**src/assert_macros.svh**
```systemverilog
// Assertion helpers used by the top-level RTL file.
`ifndef ASSERT_MACROS_SVH
`define ASSERT_MACROS_SVH

// Check a property on every clock edge outside reset.
`define PPG_ASSERT(label, prop, msg) \
  label: assert property (@(posedge clk_i) disable iff (!rst_ni) (prop)) \
    else $error(msg);

// Check that a condition is followed by another in the next cycle.
`define PPG_ASSERT_NEXT(label, pre, post, msg) \
  label: assert property (@(posedge clk_i) disable iff (!rst_ni) (pre) |=> (post)) \
    else $error(msg);

`endif

```
**src/ppg_pkg.sv**
```systemverilog
`default_nettype none

package ppg_pkg;

  // Item and register widths
  localparam int PHASE_W    = 14;
  localparam int COORD_W    = 3;
  localparam int TS_W       = 10;
  localparam int SCALE_W    = 12;
  localparam int SHIFT_W    = 8;
  localparam int CFG_IDX_W  = 2;
  localparam int CFG_DATA_W = 12;
  localparam int COLOR_W    = 24;
  localparam int ANG_W      = 10;

  localparam logic [PHASE_W:0] PHASE_WRAP = 15'd10240;

  // Grid is a power of two, so the coordinate divide is a shift
  localparam int GRID_SHIFT = 3;

  // Input function codes
  localparam logic FUNC_TICK  = 1'b0;
  localparam logic FUNC_PIXEL = 1'b1;

  // Register indexes
  localparam logic [CFG_IDX_W-1:0] REG_TIME_STEP     = 2'd0;
  localparam logic [CFG_IDX_W-1:0] REG_SPATIAL_SCALE = 2'd1;
  localparam logic [CFG_IDX_W-1:0] REG_COLOR_SHIFT   = 2'd2;

  localparam logic [TS_W-1:0]    TIME_STEP_RST     = 10'd16;
  localparam logic [SCALE_W-1:0] SPATIAL_SCALE_RST = 12'd1024;
  localparam logic [SHIFT_W-1:0] COLOR_SHIFT_RST   = 8'd0;

  // Queue between front and back
  localparam int QUEUE_DEPTH = 4;
  localparam int QPTR_W      = 2;
  localparam int QCNT_W      = 3;

  // Reciprocal multipliers: floor(7p/10), floor(13p/10) as (p*M) >> 21
  localparam logic [20:0] T07_MUL = 21'd1468012;
  localparam logic [21:0] T13_MUL = 22'd2726308;
  localparam int          T1X_SHIFT = 21;
  // floor(n/5110) as (n*M) >> 33 for n below 2^21
  localparam logic [20:0] LEVEL_MUL = 21'd1681005;
  localparam int          LEVEL_SHIFT = 33;

  // CORDIC and root
  localparam int CORDIC_STEPS = 14;
  localparam int SQRT_STEPS   = 13;
  localparam int CW           = 27;
  localparam int ZW           = 18;
  localparam int RW           = 26;
  localparam logic [13:0] ATAN_STEP [CORDIC_STEPS] = '{
    14'd8192, 14'd4836, 14'd2555, 14'd1297, 14'd651, 14'd326, 14'd163,
    14'd81, 14'd41, 14'd20, 14'd10, 14'd5, 14'd3, 14'd1
  };

  // Sine over one turn of 1024 steps, stored as a quarter wave
  localparam int SINE_DEPTH   = 1024;
  localparam int SINE_QSHIFT  = 8;
  localparam int SINE_QUARTER = SINE_DEPTH / 4;
  typedef logic [8:0] qsine_tab_t [SINE_QUARTER];

  // Magnitude round(511 * sin(2*pi*r/1024)) from a Taylor series in Q30
  function automatic logic [8:0] sine_mag(int r);
    longint unsigned x, x2, t, s, mag, one, hpi;
    one = 64'd1073741824;
    hpi = 64'd1686629713;
    x = (64'(r) * hpi) >> SINE_QSHIFT;
    x2 = (x * x) >> 30;
    t = one - x2 / 72;
    t = one - ((x2 * t) >> 30) / 42;
    t = one - ((x2 * t) >> 30) / 20;
    t = one - ((x2 * t) >> 30) / 6;
    s = (x * t) >> 30;
    mag = (s * 511 + (one >> 1)) >> 30;
    return 9'(mag);
  endfunction

  function automatic qsine_tab_t build_qsine();
    qsine_tab_t tab;
    for (int k = 0; k < SINE_QUARTER; k++) begin
      tab[k] = sine_mag(k);
    end
    return tab;
  endfunction

  localparam qsine_tab_t QSINE_LUT = build_qsine();
  localparam logic [8:0] SINE_PEAK = sine_mag(SINE_QUARTER);

  // Mirror odd quarters, negate the second half turn
  function automatic logic signed [9:0] sine_of(logic [ANG_W-1:0] a);
    logic [8:0] mag;
    if (!a[8]) begin
      mag = QSINE_LUT[a[7:0]];
    end else if (a[7:0] == 8'd0) begin
      mag = SINE_PEAK;
    end else begin
      mag = QSINE_LUT[8'd0 - a[7:0]];
    end
    return a[9] ? -$signed({1'b0, mag}) : $signed({1'b0, mag});
  endfunction

  // Pixel word handed from front to back
  typedef struct packed {
    logic [PHASE_W-1:0] phase;
    logic [COORD_W-1:0] x;
    logic [COORD_W-1:0] y;
  } ppg_word_t;

  typedef struct packed {
    logic      valid;
    ppg_word_t word;
  } ppg_push_t;

endpackage

`default_nettype wire

```
**src/ppg_queue.sv**
```systemverilog
`default_nettype none

module ppg_queue import ppg_pkg::*; (
  input  wire logic       clk_i,
  input  wire logic       rst_ni,
  input  wire ppg_push_t  push_i,
  output logic            full_o,
  input  wire logic       pop_i,
  output logic            valid_o,
  output ppg_word_t       word_o
);

  ppg_word_t         mem_q [QUEUE_DEPTH];
  logic [QPTR_W-1:0] wr_ptr_q, rd_ptr_q;
  logic [QCNT_W-1:0] count_q;
  logic              do_pop;

  assign full_o  = count_q == QCNT_W'(QUEUE_DEPTH);
  assign valid_o = count_q != '0;
  assign word_o  = mem_q[rd_ptr_q];
  assign do_pop  = pop_i && valid_o;

  // Store the pushed word
  always_ff @(posedge clk_i) begin
    if (push_i.valid) begin
      mem_q[wr_ptr_q] <= push_i.word;
    end
  end

  // Track pointers and fill level
  always_ff @(posedge clk_i or negedge rst_ni) begin
    if (!rst_ni) begin
      wr_ptr_q <= '0;
      rd_ptr_q <= '0;
      count_q  <= '0;
    end else begin
      if (push_i.valid) wr_ptr_q <= wr_ptr_q + 1'b1;
      if (do_pop)       rd_ptr_q <= rd_ptr_q + 1'b1;
      if (push_i.valid && !do_pop) begin
        count_q <= count_q + 1'b1;
      end else if (!push_i.valid && do_pop) begin
        count_q <= count_q - 1'b1;
      end
    end
  end

endmodule

`default_nettype wire

```
**config.mk**
```make
export PLATFORM = sky130hd
export DESIGN_NAME = ppg_queue
export DESIGN_NICKNAME = d
export VERILOG_FILES = /design/src/assert_macros.svh /design/src/ppg_pkg.sv /design/src/ppg_queue.sv
export SDC_FILE = /design/constraint.sdc
export NUM_CORES = 1
export LEC_CHECK = 0
export BUFFER_PORTS_ARGS = -buffer_cell sky130_fd_sc_hd__buf_2
export CAP_MARGIN = 25
export CORE_MARGIN = 3
export CORE_UTILIZATION = 41
export CTS_CLUSTER_SIZE = 8
export DETAILED_ROUTE_END_ITERATION = 8
export PLACE_DENSITY = 0.63
export REMOVE_ABC_BUFFERS = 1
export SYNTH_ARGS = -nofsm -noshare
export SYNTH_HDL_FRONTEND = slang
export SYNTH_SLANG_ARGS = --single-unit
```
**constraint.sdc**
```tcl
create_clock -name clk_i -period 2.25 [get_ports clk_i]
set_input_delay 0.675 -clock clk_i [delete_from_list [all_inputs] [get_ports clk_i]]
set_output_delay 0.675 -clock clk_i [all_outputs]
set_load 0.01 [all_outputs]
```
## Word level (Yosys, flattened, before mapping)

Memory sizes are Yosys's and may differ from the RTL's.
Index checks and enable logic that the tools add are counted.

| word-level totals | value |
|---|---|
| memories kept | 1 |
| input port bits | 24 |
| output and inout port bits | 22 |
| bits in writable memories | 80 |
| register bits after elaboration | 7 |
| logic and storage cells | 20 |

| cells by class | value |
|---|---|
| reductions and logical operators | 7 |
| add/sub/neg operators | 4 |
| mux-type cells | 4 |
| equality and inequality tests | 1 |

Memory list:

| name | words | bits a word | read ports | clocked after memory_dff | wr ports | line | source |
|---|---|---|---|---|---|---|---|
| mem_q | 4 | 20 | 1 | 0 | 1 | ppg_queue.sv:13 | `ppg_word_t mem_q [QUEUE_DEPTH];` |

Operators with widths:

| kind | count |
|---|---|
| 2-to-1 mux 3 bit | 2 |
| adder 2 x 1 -> 2 bit, second input constant | 2 |
| adder 3 x 1 -> 3 bit, second input constant | 1 |
| == test 3 bit, second input constant | 1 |
| logical AND 1 bit | 3 |
| nonzero test 3 bit | 1 |
| subtractor 3 x 1 -> 3 bit, second input constant | 1 |
| zero test 1 bit | 2 |
| 2-to-1 mux 1 bit | 2 |
| nonzero test 2 bit | 1 |

## Longest topological paths before layout

| logic depth | value |
|---|---|
| word-level depth | 5 |
| gate-level depth with buffers | 8 |

## Worst setup path before layout

OpenSTA, ideal clock, no wires.

| timing | value |
|---|---|
| path type | register to register |
| start | register count_q[0] |
| end | register count_q[2] |
| slack | 244 ps |
| period minus slack after synthesis | 2006 ps |
| arrival time | 1927 ps |
| setup time | 79 ps |
| stages on the path, launching flop included | 9 |
| required time | 2171 ps |
| path through | dfrtp_1 -> or3_4 -> nand2_1 -> ha_1 -> inv_1 -> fa_1 -> xor2_1 -> nor2_1 -> xor2_1 |

| between the ends | value |
|---|---|
| cells in the longest elaborated chain, start to end | 5 |

RTL lines:

| item | line | source |
|---|---|---|
| start: declaration | ppg_queue.sv:15 | `logic [QCNT_W-1:0] count_q;` |
| start signal: assignment | ppg_queue.sv:40 | `count_q <= count_q + 1'b1;` |
| start signal: assignment | ppg_queue.sv:42 | `count_q <= count_q - 1'b1;` |
| nonzero test 3 bit (*) | ppg_queue.sv:19 | `assign valid_o = count_q != '0;` |
| net valid_o | ppg_queue.sv:9 | `output logic valid_o,` |
| logical AND 1 bit (*) | ppg_queue.sv:21 | `assign do_pop = pop_i && valid_o;` |
| zero test 1 bit | ppg_queue.sv:39 | `if (push_i.valid && !do_pop) begin` |
| logical AND 1 bit | ppg_queue.sv:39 |  |
| 2-to-1 mux 3 bit / nonzero test 2 bit (equally long branches) | n/a |  |

Mark *: on every way through the listed nets, which the timed path passes. The rest lies on a longest branch. The select of a mux whose other input is x is not followed.
A chain may end at the register's enable or synchronous reset.

==> flow_summary_export.csv <==
group,metric,value,unit
setup_path,critical_path.top_delay_family,"multiplexers",
detailed_routing,routed-via-count,1544,
detailed_routing,drt_iter0_markers,85,
yosys,yosys.area_share.adder,2.51,%
grt,grt_pass1_vias,1653,
floorplanning,start_util,42.4,%
floorplanning,core-area,7770,µm²
yosys,synthSimpleGateAreaFrac,1.83,%
grt,globalRouteTotalUtil,13.6,%
power_and_ir_drop,vdd_drop_max,0.648,mV
grt,antenna_found_initial,0,
timing,worst_slew_pin_slew,419,ps
place,io_buffers,45,
detailed_routing,drt-total-wl,5730,µm
clock_tree,cts_num_sinks,87,
yosys,muxShareOfSynthArea,14.3,%
timing,finalCriticalPeriod,2320,ps
yosys,synth-compound-area-share,0.152,%
job,maxCapViolations,0,
power_and_ir_drop,leakage,1.41,nW
setup_path,arrival,1650,ps
yosys,async_flop_share,8.05,%
cells_and_area,ff_latch_area,2580,µm²
timing,post-route-period-util,103,%
setup_path,cp_common_cell,"buf_6",
yosys,synth.ff_latch_count,87,
floorplanning,dieArea,9140,µm²
cells_and_area,multiInputGateArea,664,µm²
setup_path,start_kind,"flop",
detailed_routing,dr.pass1.iters,4,
clock_tree,cts.path.max_buffers,2,
setup_path,crit_slowest_cell,"mux4_2",
setup_path,worstPathCellList,"buf_6, mux4_2, buf_6",
yosys,synth-edff-count,80,
detailed_routing,via_per_inst,5.00,
place,post-dp-hpwl,3930,µm
setup_path,crit_path_end_kind,"output port",
clock_tree,clk_pin_slew,80,ps
cells_and_area,layout-drive-gt1-share,45.4,%
power_and_ir_drop,p_per_area,1260,nW/µm²
clock_tree,cts_tree,"done",
grt,gr-total-overflow,0,
yosys,synth_xor_area_share,1.60,%
yosys,ys_types,19,
setup_path,cp.required,1570,ps
yosys,synth_commonest_cells,"edfxtp_1 (80), mux4_2 (18), dfrtp_1 (7)",
timing,setup_ws,-73.1,ps
grt,grt_first_pass_wirelength,8780,µm
yosys,synth-main-ff-cell,"edfxtp_1",
floorplanning,io_pins,46,
timing,slew_violations,0,
yosys,post-synth-top-area-fraction,73.0,%
cells_and_area,fillers,642,
status,violations,"setup timing",
timing,skew,6.78,ps
clock_tree,clk_latency,340,ps
setup_path,cpPeakStageDelay,530,ps
detailed_routing,wl_per_cell,18.5,µm
place,dpl_cell_area,3720,µm²
cells_and_area,nets,232,
setup_path,path_class,"flop to output port",
cells_and_area,postLayoutCellArea,3990,µm²
clock_tree,cts_root_buf,"clkbuf_8",
place,place_congestion,0.671,
yosys,synthTopCellsByArea,"edfxtp_1 (73%), mux4_2 (12%), dfrtp_1 (5.3%)",
place,place_ws,128,ps
floorplanning,fp.dieW,95.6,µm
setup_path,path_buf_inv,2,
timing,rsz0062_at_grt,"yes",
clock_tree,htree_levels,3,
clock_tree,postCtsHoldBufs,0,
timing,slew_headroom,72.1,%
worst_hold_path,hp-class,"input pin to asynchronous set/reset pin",
cells_and_area,syn_to_final_growth,21.3,%
floorplanning,num_rows,32,
timing,max_freq,430,MHz
cells_and_area,diodes,0,
yosys,yosysMostFrequentCell,"edfxtp_1",
timing,hold_viol,0,
detailed_routing,drc_errors,0,
yosys,synth_area_per_cell,23.8,µm²
floorplanning,die_y,95.6,µm
yosys,syn_area,3290,µm²
clock_tree,cts_buffers,9,
grt,grt_max_degree,15,
status,status,"finished, violations left",
yosys,yosysSeqAreaShare,78.3,%
yosys,yosysWarnings,0,
detailed_routing,ant_nets,0,
yosys,synth_top_family_by_area,"multiplexers",
timing,setup_viol_count_final,20,
yosys,synthCells,138,
setup_path,cp_max_fo,7,
yosys,synth_top_cell_by_area,"edfxtp_1",
## flip-flops by register name, indices dropped and copies added (netlist names)
signal,cells
mem_q,80
wr_ptr_q,2
rd_ptr_q,2
count_q,3
## routing by layer
layer / global-route usage [%] / wire length, µm / share of wire [%] / vias to the layer above
li1: - / - / - / 694
met1: 17.5 / 2450 / 43 / 798
met2: 21.4 / 2880 / 50 / 47
met3: 4.18 / 340 / 5.9 / 5
met4: 5.69 / 57 / 1.0 / 0
met5: 0 / 0 / 0 / -
## placed cells by master (no fill, tap or decap), types with 3 or more instances in the layout
| cell type | instances |
|---|---|
| ha_1 | 4 |
| buf_12 | 3 |
| and2_1 | 4 |
| xor2_1 | 3 |
| inv_1 | 3 |
| xnor2_1 | 3 |
| buf_4 | 7 |
| buf_6 | 13 |
| clkbuf_1 | 4 |
| clkbuf_8 | 9 |
| dfrtp_1 | 5 |
| mux4_2 | 20 |
| buf_2 | 33 |
| edfxtp_1 | 80 |
## cell families (layout without fill, tap and decap cells)
family	Yosys count	in the layout
AOI/OAI and AO/OA	1	1
xor gates and xnor gates	6	6
adders and majority gates	6	6
buffers and inverters	7	76
DFF	87	87
muxes	21	21
and+or+nand+nor	10	10
## area by class of cell
cell class / count / area share [%]
clock buffers: 13 / 3.48
clock inverters: 3 / 0.533
inverters: 3 / 0.282
multi-input cells: 44 / 16.6
flip-flops and latches: 87 / 64.6
well taps: 102 / 3.20
repair buffers: 57 / 11.3
## worst paths after layout
path / from / to / slack (ps) / depth (start not counted)
hold reg to reg: count_q[2] / count_q[2] / 490 / 1
setup reg to reg: count_q[0] / count_q[2] / 130 / 8
setup / recovery: rd_ptr_q[0] / word_o[18] / -70 / 3
max in group asynchronous: rst_ni / count_q[0] / 1910 / 1
hold / removal: rst_ni / count_q[2] / 150 / 1
min in group clk_i: count_q[2] / count_q[2] / 490 / 1
## timing repair
item | CTS | global route
endpoints found under the setup margin | 20 | 21
resized for setup | 11 | 7
cloned | 0 | 1
hold endpoints to repair | 0 | 0
setup buffers | 1 | 0
## power breakdown
part | internal, mW | leakage, nW | switching [mW] | total [mW]
combinational | 1.01 | 0.517 | 0.837 | 1.85
sequential | 2.14 | 0.815 | 0.132 | 2.27
clock | 0.403 | 0.0776 | 0.498 | 0.901
total | 3.55 | 1.41 | 1.47 | 5.02
## through the flow
| step | utilization, % | std cells | TNS (ps) | total power [mW] | hold slack [ps] |
|---|---|---|---|---|---|
| after global routing | 51.4 | 309 | -2340 | 5.31 | 139 |
| final | 51.4 | 309 | -859 | 5.02 | 152 |
| after CTS | 50.7 | 308 | -1350 | 4.97 | 138 |
| after global placement | 47.9 | 291 | 0 | 3.83 | 472 |
| after floorplan | - | 134 | -1410 | 3.22 | 379 |
| after detailed placement | 47.9 | 291 | 0 | 3.92 | 483 |
No activity file was read; power rests on OpenSTA's default activity.
