File: config.mk
export PLATFORM = sky130hd
export DESIGN_NAME = ppg_front
export DESIGN_NICKNAME = d
export VERILOG_FILES = /design/src/assert_macros.svh /design/src/ppg_pkg.sv /design/src/ppg_front.sv
export SDC_FILE = /design/constraint.sdc
export NUM_CORES = 1
export LEC_CHECK = 0
export ABC_AREA = 1
export ABC_CLOCK_PERIOD_IN_PS = 3100
export BUFFER_PORTS_ARGS = -buffer_cell sky130_fd_sc_hd__buf_2
export CAP_MARGIN = 40
export CORE_ASPECT_RATIO = 1.2
export CORE_MARGIN = 10
export CORE_UTILIZATION = 45
export DETAILED_ROUTE_END_ITERATION = 8
export PLACE_DENSITY = 0.7
export SYNTH_ARGS = -nofsm -noshare
export SYNTH_HDL_FRONTEND = slang
export SYNTH_SLANG_ARGS = --single-unit
export TNS_END_PERCENT = 5
File: constraint.sdc
create_clock -name clk_i -period 3.1 [get_ports clk_i]
set_input_delay 0.155 -clock clk_i [delete_from_list [all_inputs] [get_ports clk_i]]
set_output_delay 0.155 -clock clk_i [all_outputs]
set_load 0.02 [all_outputs]
File: src/assert_macros.svh
// Assertion helpers used by the top-level RTL file.
`ifndef ASSERT_MACROS_SVH
`define ASSERT_MACROS_SVH

// Check a property on every clock edge outside reset.
`define PPG_ASSERT(label, prop, msg) \
  label: assert property (@(posedge clk_i) disable iff (!rst_ni) (prop)) \
    else $error(msg);

// Check that a condition is followed by another in the next cycle.
`define PPG_ASSERT_NEXT(label, pre, post, msg) \
  label: assert property (@(posedge clk_i) disable iff (!rst_ni) (pre) |=> (post)) \
    else $error(msg);

`endif

File: src/ppg_pkg.sv
`default_nettype none

package ppg_pkg;

  // Item and register widths
  localparam int PHASE_W    = 14;
  localparam int COORD_W    = 3;
  localparam int TS_W       = 10;
  localparam int SCALE_W    = 12;
  localparam int SHIFT_W    = 8;
  localparam int CFG_IDX_W  = 2;
  localparam int CFG_DATA_W = 12;
  localparam int COLOR_W    = 24;
  localparam int ANG_W      = 10;

  localparam logic [PHASE_W:0] PHASE_WRAP = 15'd10240;

  // Grid is a power of two, so the coordinate divide is a shift
  localparam int GRID_SHIFT = 3;

  // Input function codes
  localparam logic FUNC_TICK  = 1'b0;
  localparam logic FUNC_PIXEL = 1'b1;

  // Register indexes
  localparam logic [CFG_IDX_W-1:0] REG_TIME_STEP     = 2'd0;
  localparam logic [CFG_IDX_W-1:0] REG_SPATIAL_SCALE = 2'd1;
  localparam logic [CFG_IDX_W-1:0] REG_COLOR_SHIFT   = 2'd2;

  localparam logic [TS_W-1:0]    TIME_STEP_RST     = 10'd16;
  localparam logic [SCALE_W-1:0] SPATIAL_SCALE_RST = 12'd1024;
  localparam logic [SHIFT_W-1:0] COLOR_SHIFT_RST   = 8'd0;

  // Queue between front and back
  localparam int QUEUE_DEPTH = 4;
  localparam int QPTR_W      = 2;
  localparam int QCNT_W      = 3;

  // Reciprocal multipliers: floor(7p/10), floor(13p/10) as (p*M) >> 21
  localparam logic [20:0] T07_MUL = 21'd1468012;
  localparam logic [21:0] T13_MUL = 22'd2726308;
  localparam int          T1X_SHIFT = 21;
  // floor(n/5110) as (n*M) >> 33 for n below 2^21
  localparam logic [20:0] LEVEL_MUL = 21'd1681005;
  localparam int          LEVEL_SHIFT = 33;

  // CORDIC and root
  localparam int CORDIC_STEPS = 14;
  localparam int SQRT_STEPS   = 13;
  localparam int CW           = 27;
  localparam int ZW           = 18;
  localparam int RW           = 26;
  localparam logic [13:0] ATAN_STEP [CORDIC_STEPS] = '{
    14'd8192, 14'd4836, 14'd2555, 14'd1297, 14'd651, 14'd326, 14'd163,
    14'd81, 14'd41, 14'd20, 14'd10, 14'd5, 14'd3, 14'd1
  };

  // Sine over one turn of 1024 steps, stored as a quarter wave
  localparam int SINE_DEPTH   = 1024;
  localparam int SINE_QSHIFT  = 8;
  localparam int SINE_QUARTER = SINE_DEPTH / 4;
  typedef logic [8:0] qsine_tab_t [SINE_QUARTER];

  // Magnitude round(511 * sin(2*pi*r/1024)) from a Taylor series in Q30
  function automatic logic [8:0] sine_mag(int r);
    longint unsigned x, x2, t, s, mag, one, hpi;
    one = 64'd1073741824;
    hpi = 64'd1686629713;
    x = (64'(r) * hpi) >> SINE_QSHIFT;
    x2 = (x * x) >> 30;
    t = one - x2 / 72;
    t = one - ((x2 * t) >> 30) / 42;
    t = one - ((x2 * t) >> 30) / 20;
    t = one - ((x2 * t) >> 30) / 6;
    s = (x * t) >> 30;
    mag = (s * 511 + (one >> 1)) >> 30;
    return 9'(mag);
  endfunction

  function automatic qsine_tab_t build_qsine();
    qsine_tab_t tab;
    for (int k = 0; k < SINE_QUARTER; k++) begin
      tab[k] = sine_mag(k);
    end
    return tab;
  endfunction

  localparam qsine_tab_t QSINE_LUT = build_qsine();
  localparam logic [8:0] SINE_PEAK = sine_mag(SINE_QUARTER);

  // Mirror odd quarters, negate the second half turn
  function automatic logic signed [9:0] sine_of(logic [ANG_W-1:0] a);
    logic [8:0] mag;
    if (!a[8]) begin
      mag = QSINE_LUT[a[7:0]];
    end else if (a[7:0] == 8'd0) begin
      mag = SINE_PEAK;
    end else begin
      mag = QSINE_LUT[8'd0 - a[7:0]];
    end
    return a[9] ? -$signed({1'b0, mag}) : $signed({1'b0, mag});
  endfunction

  // Pixel word handed from front to back
  typedef struct packed {
    logic [PHASE_W-1:0] phase;
    logic [COORD_W-1:0] x;
    logic [COORD_W-1:0] y;
  } ppg_word_t;

  typedef struct packed {
    logic      valid;
    ppg_word_t word;
  } ppg_push_t;

endpackage

`default_nettype wire

File: src/ppg_front.sv
`default_nettype none

module ppg_front import ppg_pkg::*; (
  input  wire logic               clk_i,
  input  wire logic               rst_ni,
  input  wire logic               in_valid_i,
  output logic                    in_stall_o,
  input  wire logic               func_i,
  input  wire logic [COORD_W-1:0] pixel_x_i,
  input  wire logic [COORD_W-1:0] pixel_y_i,
  input  wire logic [TS_W-1:0]    time_step_i,
  input  wire logic               q_full_i,
  output ppg_push_t               push_o
);

  logic               accept;
  logic [PHASE_W-1:0] phase_q, phase_d;
  logic [PHASE_W:0]   phase_sum;

  assign in_stall_o = q_full_i;
  assign accept     = in_valid_i && !q_full_i;

  // Advance the frame phase on a tick, wrapping at ten turns
  always_comb begin
    phase_sum = {1'b0, phase_q} + {5'b0, time_step_i};
    phase_d   = phase_q;
    if (accept && func_i == FUNC_TICK) begin
      if (phase_sum >= PHASE_WRAP) begin
        phase_d = PHASE_W'(phase_sum - PHASE_WRAP);
      end else begin
        phase_d = phase_sum[PHASE_W-1:0];
      end
    end
  end

  always_ff @(posedge clk_i or negedge rst_ni) begin
    if (!rst_ni) begin
      phase_q <= '0;
    end else begin
      phase_q <= phase_d;
    end
  end

  // Hand pixel words to the queue with the phase of their time
  always_comb begin
    push_o.valid      = accept && func_i == FUNC_PIXEL;
    push_o.word.phase = phase_q;
    push_o.word.x     = pixel_x_i;
    push_o.word.y     = pixel_y_i;
  end

endmodule

`default_nettype wire

---- After elaboration in Yosys (flattened, before gate mapping) ----
Cells that the tools add are included.
word-level totals
  input port bits ......................... 21
  bits in registers ....................... 14
  output and inout port bits .............. 22
  word-level logic and storage cells ...... 10
cells by class
  bitwise gates (word level) .............. 1
  multiplexer cells ....................... 1
  add/subtract/negate cells ............... 2
  order comparisons ....................... 1
  reductions and logical operators ........ 4
operators with widths
  kind                      number
  $add A14 B10 Y15          1
  $ge A15 B14 Y1 const B    1
  $mux W14                  1
  $sub A14 B14 Y14 const B  1
  $logic_and A1 B1 Y1       3
  $logic_not A1 Y1          1
  $not A1 Y1                1

---- Longest topological paths before layout ----
Gate-level depths: netlist of the first run.
  depth after elaboration ................. 3
  gate-level depth with buffers ........... 19

---- Least setup slack after synthesis of the first run ----
OpenSTA, ideal clock, no wires.
  path type ............................... register to register
  from .................................... reg phase_q[0]
  to ...................................... reg phase_q[11]
  buffers on the path ..................... 0
  stages on the path, launching flop included .. 19
  setup slack ............................. 0.653 ns
  arrival ................................. 2.329 ns
  period minus slack after synthesis ...... 2.447 ns
  cells stage by stage .................... dfrtp_1 > ha_1 > inv_1 > fa_1 > inv_1 > nand2_1 > nand2_1 > and2_1 > nand3_1 > nand4_1 > nand2_1 > inv_1 > ha_1 > nand3b_2 > nand2_2 > inv_2 > nand3_1 > nand3_1 > nand2_1
between the ends
  word-level cells in the longest chain between the ends .. 3
  elaborated cells on any way between the ends .. 4
  classes of those cells .................. add/sub (2); order compare (1); mux (1)
RTL lines
  what                                                line                              text
  start, declared                                     ppg_front.sv:17                   logic [PHASE_W-1:0] phase_q, phase_d;
  start signal, assigned                              ppg_front.sv:40                   phase_q <= phase_d;
  $add A14 B10 Y15 *                                  ppg_front.sv:25                   phase_sum = {1'b0, phase_q} + {5'b0, time_step_i};
  $sub A14 B14 Y14 or $ge A15 B14 Y1 (tied branches)  ppg_front.sv:29, ppg_front.sv:28
  $mux W14 *                                          ppg_front.sv:28                   if (phase_sum >= PHASE_WRAP) begin
Every way passes the cells marked *; elsewhere a longest branch is shown, timed or not.
A chain may end at the register's enable or synchronous reset.

---- Final worst setup path of the first run ----
Ends and elaborated chain as after synthesis.

==> impl_metrics.json, run 1 <==
{
  "status": "finished clean",
  "rr_startpoint": "phase_q[0]$_DFFE_PN0P_",
  "io_pins": 43,
  "synth_cell_types": 30,
  "grt_pass1_wl_um": 7070,
  "fp.dieArea_mm2": 0.00637,
  "synth_fa_ha_area_share_pct": 9.82,
  "place_area_mm2": 0.00174,
  "whs_endpoint": "push_o[5]",
  "min_period_ns": 2.57,
  "die_h_um": 85.4,
  "drt-total-wl_um": 3870,
  "power-per-cell-area_mw_per_mm2": 991,
  "cts_tree": "yes",
  "cts_inserted_buffers": 3,
  "fp-row-count": 23,
  "yosys-top-cells-area": "dfrtp_1 (22%), nand2_1 (19%), inv_1 (9.4%), ha_1 (8.6%), nand3_1 (6.2%)",
  "cts.sinks": 14,
  "num_vias": 1571,
  "hold_path_depth": 0,
  "tns_ns": 0,
  "rr_worst_depth": 18,
  "die_width_um": 74.5,
  "syn-mean-instance-area_um2": 6.35,
  "slew_violations": 0,
  "drive_gt1_share_pct": 24.8,
  "fillCellCount": 366,
  "finalSetupViolations": 0,
  "end_kind": "register",
  "hold_start": "pixel_x_i[2]",
  "areaGrowthSynthToFinish_pct": 11.7,
  "start_kind": "register",
  "clockBufferDepth": 2,
  "synth_top_family_by_area": "simple AND/OR/NAND/NOR gates",
  "synthesis.instances": 253,
  "drtPass1Iterations": 4,
  "largest_reg_flops": 14,
  "initial_core_util_pct": 47.3,
  "yosys.area.top_type": "dfrtp_1",
  "max_freq_ghz": 0.389,
  "finalCritPeriodShare_pct": 82.9,
  "rr_endpoint": "phase_q[11]$_DFFE_PN0P_",
  "post_cts_resize_count": 0,
  "ys_warn_count": 0,
  "dp_hpwl_um": 3290,
  "num-nets-final": 313,
  "clock_latency_ns": 0.24,
  "cellLeakagePower_nw": 1.07,
  "clkTransAtPathRegs_ns": 0.06,
  "synth_seq_cells": 14,
  "r2r_setup_slack_ns": 0.53,
  "seq_area_frac_synth_pct": 21.8,
  "hold_ws_ns": 0.310,
  "worstMarginPinSlew_ns": 0.555,
  "drc": 0,
  "wl_per_cell_um": 12.3,
  "critical_path_class": "register to register",
  "grt_setup_unrepaired": "false",
  "drv_cap": 0,
  "num_antenna_cells": 0,
  "irDropWorstVdd_uv": 522,
  "syn-cell-area_mm2": 0.00161,
  "grt_pass1_vias": 1606,
  "largest_register": "phase_q",
  "arrival_ns": 2.71,
  "cp_max_fo": 4,
  "fin_worst_skew_ns": 0.00106,
  "overflow": 0,
  "grt_max_degree": 21,
  "viasPerCell": 4.99,
  "synth-compound-area-share_pct": 6.08,
  "cp.required_ns": 3.24,
  "gp_congestion": 0.882,
  "synthXorXnorAreaFrac_pct": 1.09,
  "drt_iter0_markers": 86,
  "power.total_mw": 1.78,
  "hold_violations": 0,
  "grt_antenna_before_repair": 0,
  "top_regs": "phase_q: 14 flops",
  "root_buffer": "clkbuf_8",
  "ant_nets": 0,
  "slew_headroom_pct": 62.9,
  "synth-simple-area-share_pct": 47.2,
  "coreArea_mm2": 0.00340,
  "synth.area.mux_share_pct": 0,
  "design_area_mm2": 0.00179,
  "synth_nets": 286,
  "track_usage_pct": 13.6,
  "htreeDepth": 1,
  "hold_class": "input port to output port",
  "synth_top_area_share_pct": 21.8,
  "place.port_buffers": 30
}
-- kinds of logic (layout without fill, tap and decap cells) --
| group | after synthesis | count (layout) |
|---|---|---|
| AO/OA/AOI/OAI | 17 | 17 |
| XOR/XNOR | 2 | 2 |
| adder cells (fa/ha/maj) | 12 | 12 |
| buffers and inverters | 52 | 77 |
| flip-flops | 14 | 14 |
| AND/OR/NAND/NOR | 156 | 156 |
-- placed cells by master (no fill, tap or decap), types with 2 or more instances in the layout --
cell,n
nand2_2,15
nand2_4,2
dfrtp_1,14
inv_1,40
inv_2,2
buf_2,30
nand3_1,20
xor2_1,2
ha_1,11
nand2_1,83
nand3_2,5
o21ai_0,10
nor3_1,2
a21oi_1,3
nor2_2,6
nor2_1,11
nand4_1,5
clkbuf_8,3
-- how the worst max path moves through the flow --
stage	from	end	slack (ns)	cells after the start
finish	phase_q[0]$_DFFE_PN0P_	phase_q[11]$_DFFE_PN0P_	0.53	18
global route	phase_q[0]$_DFFE_PN0P_	phase_q[12]$_DFFE_PN0P_	0.31	17
CTS	phase_q[0]$_DFFE_PN0P_	phase_q[11]$_DFFE_PN0P_	0.54	18
detailed placement	phase_q[0]$_DFFE_PN0P_	phase_q[11]$_DFFE_PN0P_	0.58	18
global placement	phase_q[0]$_DFFE_PN0P_	phase_q[12]$_DFFE_PN0P_	0.68	17
floorplan	phase_q[0]$_DFFE_PN0P_	phase_q[11]$_DFFE_PN0P_	0.65	18
-- timing repair --
item	4_1_cts	5_1_grt
buffers inserted	0	0
endpoints found under the hold margin	14	0
hold buffers	1	0
-- metrics by stage --
step           utilization [%]  cells  setup slack [ns]
2_1_floorplan                -    253             0.653
3_3_place_gp              51.3    311             0.685
3_5_place_dp              51.3    311             0.581
4_1_cts                   52.8    315             0.542
5_1_grt                   52.8    315             0.313
6_report                  52.8    315             0.530
-- where the power goes --
part | internal [mW] | switching, mW | total, mW
clock | 0.0860 | 0.0643 | 0.150
combinational | 0.438 | 0.825 | 1.26
sequential | 0.269 | 0.0942 | 0.363
-- cell usage after synthesis --
master    instances
a21boi_1          1
a21boi_2          1
a21oi_1           3
a21oi_2           1
and2_1            1
and2_4            1
buf_4             8
clkbuf_1          2
dfrtp_1          14
fa_1              1
ha_1             11
inv_1            40
inv_2             2
nand2_1          83
nand2_2          15
nand2_4           2
nand3_1          20
nand3_2           5
nand3b_1          1
nand3b_2          1
nand4_1           5
nor2_1           11
nor2_2            6
nor2_4            1
nor3_1            2
nor3b_1           1
o21ai_0          10
o21ai_1           1
or2_1             1
xor2_1            2
-- cell type report --
class                   instances  area [um2]  share of cell area (%)
multi-input cells             187        1030                    57.4
clock buffers                   3        41.3                    2.30
well taps                      37        46.3                    2.58
flip-flops and latches         14         350                    19.5
repair buffers                 32         168                    9.35
inverters                      42         158                    8.79
-- routing by layer --
metal  part of all wire, %  wire (um)  GRT usage (%)  vias up
met3                   2.8        107           1.63        5
met2                    50       1920           22.8       22
met1                    46       1800           17.4      709
met5                     0          0              0        -
met4                   1.0         39           3.79        0
li1                      -          -              -      835
-- worst max-delay path: stages (launching register included) --
cell and delay (ns):
dfrtp_1 0.37, ha_1 0.22, inv_1 0.07, fa_1 0.39
inv_1 0.11, nand2_1 0.06, nand2_1 0.09, and2_1 0.17
nand3_1 0.08, nand4_1 0.10, nand2_1 0.09, inv_1 0.09
ha_1 0.16, nand3b_2 0.13, nand2_2 0.06, inv_2 0.06
nand3_1 0.08, nand3_1 0.08, nand2_1 0.05
Power figures use the tool's default switching activity.
==> inputs of run 2 (changes only) <==
--- a/config.mk
+++ b/config.mk
@@ -6,14 +6,14 @@
 export NUM_CORES = 1
 export LEC_CHECK = 0
 export ABC_AREA = 1
-export ABC_CLOCK_PERIOD_IN_PS = 3100
+export ABC_CLOCK_PERIOD_IN_PS = 2350
 export BUFFER_PORTS_ARGS = -buffer_cell sky130_fd_sc_hd__buf_2
 export CAP_MARGIN = 40
 export CORE_ASPECT_RATIO = 1.2
 export CORE_MARGIN = 10
 export CORE_UTILIZATION = 45
 export DETAILED_ROUTE_END_ITERATION = 8
-export PLACE_DENSITY = 0.7
+export PLACE_DENSITY = 0.73
 export SYNTH_ARGS = -nofsm -noshare
 export SYNTH_HDL_FRONTEND = slang
 export SYNTH_SLANG_ARGS = --single-unit
==> constraint.sdc (replaced) <==
create_clock -name clk_i -period 2.35 [get_ports clk_i]
set_input_delay 0.1175 -clock clk_i [delete_from_list [all_inputs] [get_ports clk_i]]
set_output_delay 0.1175 -clock clk_i [all_outputs]
set_load 0.02 [all_outputs]
==> impl_metrics.json, run 2 (synthesis results as in run 1) <==
{
  "drt-total-wl_um": 4540,
  "design_area_mm2": 0.00201,
  "arrival_ns": 2.51,
  "hold_path_depth": 0,
  "fp-row-count": 23,
  "rr_endpoint": "phase_q[11]$_DFFE_PN0P_",
  "cp.required_ns": 2.49,
  "grt_pass1_wl_um": 7430,
  "start_kind": "register",
  "p_sw_mw": 1.45,
  "cts_inserted_buffers": 3,
  "power.total_mw": 2.73,
  "violations": "negative setup slack",
  "wl_per_cell_um": 13.8,
  "clock_latency_ns": 0.25,
  "tns_ns": -0.0181,
  "hold_class": "input port to output port",
  "fin_worst_skew_ns": 0.00161,
  "clkTransAtPathRegs_ns": 0.06,
  "htreeDepth": 1,
  "cts.sinks": 14,
  "viasPerCell": 5.16,
  "r2r_setup_slack_ns": -0.02,
  "slew_violations": 0,
  "grt_max_degree": 21,
  "cp_max_fo": 3,
  "largest_reg_flops": 14,
  "finalSetupViolations": 1,
  "rr_worst_depth": 18,
  "fp.dieArea_mm2": 0.00637,
  "final_cell_mix": "nand2_1 (81), inv_1 (37), buf_2 (30)",
  "areaGrowthSynthToFinish_pct": 25.1,
  "pwr-share-comb_pct": 73.9,
  "dp_hpwl_um": 3410,
  "power-per-cell-area_mw_per_mm2": 1360,
  "end_kind": "register",
  "rr_startpoint": "phase_q[0]$_DFFE_PN0P_",
  "initial_core_util_pct": 47.3,
  "switching_share_pct": 53.0,
  "worstMarginPinSlew_ns": 0.574,
  "root_buffer": "clkbuf_8",
  "drt_iter0_markers": 90,
  "slew_headroom_pct": 61.7,
  "die_h_um": 85.4,
  "coreArea_mm2": 0.00340,
  "hold_start": "pixel_y_i[0]",
  "overflow": 0,
  "mostFrequentLayoutCell": "nand2_1",
  "whs_endpoint": "push_o[0]",
  "grt_setup_unrepaired": "true",
  "track_usage_pct": 14.3,
  "drc": 0,
  "critical_path_class": "register to register",
  "setup_ws_ns": -0.0181,
  "num_vias": 1691,
  "grt_pass1_vias": 1777,
  "clockPowerShare_pct": 7.8,
  "status": "finished with violations",
  "ant_nets": 0,
  "drive_gt1_share_pct": 34.4,
  "io_pins": 43,
  "drv_cap": 0,
  "hold_ws_ns": 0.235,
  "die_width_um": 74.5,
  "max_freq_ghz": 0.422,
  "top_regs": "phase_q: 14 flops",
  "num-nets-final": 325,
  "place.port_buffers": 30,
  "num_antenna_cells": 0,
  "min_period_ns": 2.37,
  "place_area_mm2": 0.00181,
  "drtPass1Iterations": 4,
  "cellLeakagePower_nw": 1.12,
  "cts_tree": "yes",
  "p_seq_share_pct": 18.3,
  "finish.utilization_pct": 59.1,
  "hold_violations": 0,
  "clockBufferDepth": 2,
  "irDropWorstVdd_uv": 680,
  "intPower_mw": 1.28,
  "largest_register": "phase_q",
  "gp_congestion": 0.892,
  "grt_antenna_before_repair": 0,
  "finalCritPeriodShare_pct": 101
}
[run 2: timing repair]
item | 4_1_cts | 5_1_grt
setup buffers | 3 | 2
setup endpoints to repair | 2 | 2
pin swaps | 1 | 10
hold buffers | 1 | 0
hold endpoints to repair | 14 | 0
gates resized for setup | 7 | 16
[run 2: routing by layer]
layer | global-route usage, % | vias to the layer above | routed length (um)
met5 | 0 | - | 0
met4 | 6.55 | 0 | 158
met3 | 1.28 | 16 | 318
met2 | 25.1 | 59 | 2250
met1 | 16.6 | 756 | 1820
li1 | - | 860 | -
[run 2: area by class of cell]
class | instances | area [um2]
fillers | 317 | 1390
repair buffers | 44 | 258
multi-input cells | 187 | 1150
well taps | 37 | 46.3
inverters | 42 | 158
flip-flops and latches | 14 | 352
clock buffers | 4 | 45.0
[run 2: critical path, stage by stage (launching register included)]
cell and delay (ns):
dfrtp_2 0.39, ha_4 0.14, inv_2 0.04, fa_2 0.36, inv_2 0.08, nand2_2 0.05
nand2_2 0.07, and2_4 0.14, nand3_2 0.05, nand4_1 0.09, nand2_1 0.09, inv_2 0.09
ha_4 0.13, nand3b_4 0.12, nand2_2 0.06, inv_2 0.06, nand3_1 0.11, nand3_1 0.12
nand2_1 0.06
[run 2: power by group through the flow]
stage / clock network, mW / registers (mW) / logic [mW]
finish: 0.213 / 0.500 / 2.02
global route: 0.225 / 0.521 / 2.25
floorplan: 0 / 0.593 / 1.17
global placement: 0 / 0.484 / 1.73
CTS: 0.215 / 0.487 / 1.85
detailed placement: 0 / 0.484 / 1.75
[run 2: metrics by stage]
stage / std cells / worst slack, ns
floorplan: 253 / 0.0201
global placement: 318 / 0.0278
detailed placement: 318 / -0.0560
CTS: 326 / 0.00406
global route: 328 / -0.153
finish: 328 / -0.0181
[run 2: worst max-delay path by stage]
| stage | from | end |
|---|---|---|
| final | phase_q[0]$_DFFE_PN0P_ | phase_q[11]$_DFFE_PN0P_ |
| after global placement | phase_q[5]$_DFFE_PN0P_ | phase_q[11]$_DFFE_PN0P_ |
| after detailed placement | phase_q[7]$_DFFE_PN0P_ | phase_q[11]$_DFFE_PN0P_ |
| after CTS | phase_q[0]$_DFFE_PN0P_ | phase_q[11]$_DFFE_PN0P_ |
| after floorplan | phase_q[0]$_DFFE_PN0P_ | phase_q[11]$_DFFE_PN0P_ |
| after global routing | phase_q[0]$_DFFE_PN0P_ | phase_q[11]$_DFFE_PN0P_ |
==> inputs of run 3 (changes only) <==
==> constraint.sdc (replaced) <==
create_clock -name clk_i -period 2.35 [get_ports clk_i]
set_input_delay 0.5875 -clock clk_i [delete_from_list [all_inputs] [get_ports clk_i]]
set_output_delay 0.5875 -clock clk_i [all_outputs]
set_load 0.02 [all_outputs]
==> impl_metrics.json, run 3 (synthesis results as in run 1) <==
{
  "status": "finished clean",
  "gp_congestion": 0.905,
  "critPathSlowestCell": "dfrtp_1",
  "largest_reg_flops": 14,
  "finish.utilization_pct": 68.1,
  "finalCritPeriodShare_pct": 99.5,
  "dp_hpwl_um": 3600,
  "setup_ws_ns": 0.0112,
  "grt_pass1_wl_um": 7590,
  "drtPass1Iterations": 4,
  "min_period_ns": 2.34,
  "coreArea_mm2": 0.00340,
  "crit_path_frequent_cell": "inv_2",
  "slew_headroom_pct": 63.5,
  "drc": 0,
  "hold_ws_ns": 0.231,
  "cts_tree": "yes",
  "crit_family": "simple AND/OR/NAND/NOR gates",
  "use_met1_pct": 18.1,
  "drv_cap": 0,
  "drt_iter0_markers": 122,
  "hold_buffers": 0,
  "fp-row-count": 23,
  "die_width_um": 74.5,
  "cp.required_ns": 2.49,
  "rr_endpoint": "phase_q[11]$_DFFE_PN0P_",
  "rr_startpoint": "phase_q[1]$_DFFE_PN0P_",
  "wl_per_cell_um": 13.5,
  "cts.sinks": 14,
  "cp_max_fo": 4,
  "power.total_mw": 3.27,
  "clkTransAtPathRegs_ns": 0.06,
  "num_antenna_cells": 0,
  "hold_violations": 0,
  "viasPerCell": 5.05,
  "fin_worst_skew_ns": 0.00137,
  "track_usage_pct": 14.6,
  "areaGrowthSynthToFinish_pct": 44.0,
  "place_ws_ns": -0.277,
  "grt_setup_unrepaired": "true",
  "timing.critical_path.buf_inv": 5,
  "irDropWorstVdd_uv": 848,
  "root_buffer": "clkbuf_8",
  "place.port_buffers": 30,
  "grt_pass1_vias": 1753,
  "rr_worst_depth": 17,
  "r2r_setup_slack_ns": 0.01,
  "grt_antenna_before_repair": 0,
  "cts_inserted_buffers": 3,
  "power-per-cell-area_mw_per_mm2": 1420,
  "met3_usage_pct": 1.52,
  "overflow": 0,
  "max_freq_ghz": 0.428,
  "grt_max_degree": 21,
  "arrival_ns": 2.48,
  "drive_gt1_share_pct": 44.8,
  "fp.dieArea_mm2": 0.00637,
  "htreeDepth": 1,
  "finalSetupViolations": 0,
  "drt-total-wl_um": 4870,
  "critPathMaxStageDelay_ns": 0.46,
  "top_regs": "phase_q: 14 flops",
  "initial_core_util_pct": 47.3,
  "largest_register": "phase_q",
  "io_pins": 43,
  "clockBufferDepth": 2,
  "num-nets-final": 359,
  "die_h_um": 85.4,
  "start_kind": "register",
  "final_cell_mix": "nand2_1 (76), buf_4 (48), inv_1 (37)",
  "end_kind": "register",
  "grt_use_met2_pct": 25.5,
  "ant_nets": 0,
  "top_usage_layer": "met2",
  "design_area_mm2": 0.00231,
  "critical_path_class": "register to register",
  "clock_latency_ns": 0.25,
  "mostFrequentLayoutCell": "nand2_1",
  "hold_class": "input port to async pin",
  "cellLeakagePower_nw": 1.28,
  "path_cells": "inv_1 -> fa_2 -> inv_2 -> buf_4 -> nand3_4 -> nand3_2 -> nand4_1 -> nand2_2 -> inv_2 -> ha_4 -> nand3b_4 -> nand2_4 -> inv_2 -> nand2_2 -> nand2_1 -> nand3_1 -> nand2_1",
  "slew_violations": 0,
  "place_area_mm2": 0.00210,
  "num_vias": 1822,
  "worstMarginPinSlew_ns": 0.547
}
## run 3: changes by cell type in the layout (fill, tap and decap cells not counted), sizes merged
cell	before	now
buf	43	78
clkbuf	4	3
dlygate4sd3	1	0
## run 3: metrics by stage
step | TNS (ns) | cells
floorplan | -0.130 | 253
global placement | -0.480 | 355
detailed placement | -0.614 | 355
CTS | 0 | 358
global route | -0.297 | 361
finish | 0 | 361
## run 3: final cells by class
cell class              count  area [um2]
multi-input cells         187        1200
clock buffers               3        41.3
fillers                   279        1080
well taps                  37        46.3
inverters                  42         158
flip-flops and latches     14         350
repair buffers             78         510
## run 3: worst max-delay path by stage
| stage | start | to | slack, ns | cells after the start |
|---|---|---|---|---|
| floorplan | time_step_i[0] | phase_q[11]$_DFFE_PN0P_ | -0.07 | 18 |
| global placement | time_step_i[0] | phase_q[12]$_DFFE_PN0P_ | -0.23 | 18 |
| detailed placement | time_step_i[0] | phase_q[11]$_DFFE_PN0P_ | -0.28 | 19 |
| CTS | time_step_i[0] | phase_q[11]$_DFFE_PN0P_ | 0.003 | 19 |
| global route | phase_q[0]$_DFFE_PN0P_ | phase_q[11]$_DFFE_PN0P_ | -0.15 | 19 |
| finish | phase_q[1]$_DFFE_PN0P_ | phase_q[11]$_DFFE_PN0P_ | 0.01 | 17 |
## run 3: what timing repair did
item / in CTS / in global routing
resized for setup: 1 / 29
setup endpoints to repair: 2 / 2
buffers inserted: 0 / 3
pin swaps: 1 / 17
endpoints found under the hold margin: 0 / 0
## run 3: where the power goes
group	internal [mW]	switching [mW]	total, mW	leakage, nW
Sequential	0.355	0.156	0.510	0.173
Combinational	1.20	1.36	2.56	1.09
Clock	0.114	0.0894	0.203	0.0216
Total	1.67	1.61	3.27	1.28
## run 3: layer usage
layer  routed length [um]  vias up
met1                 2100      850
met4                   79        0
met5                    0        -
li1                     -      923
met2                 2510       40
met3                  182        9
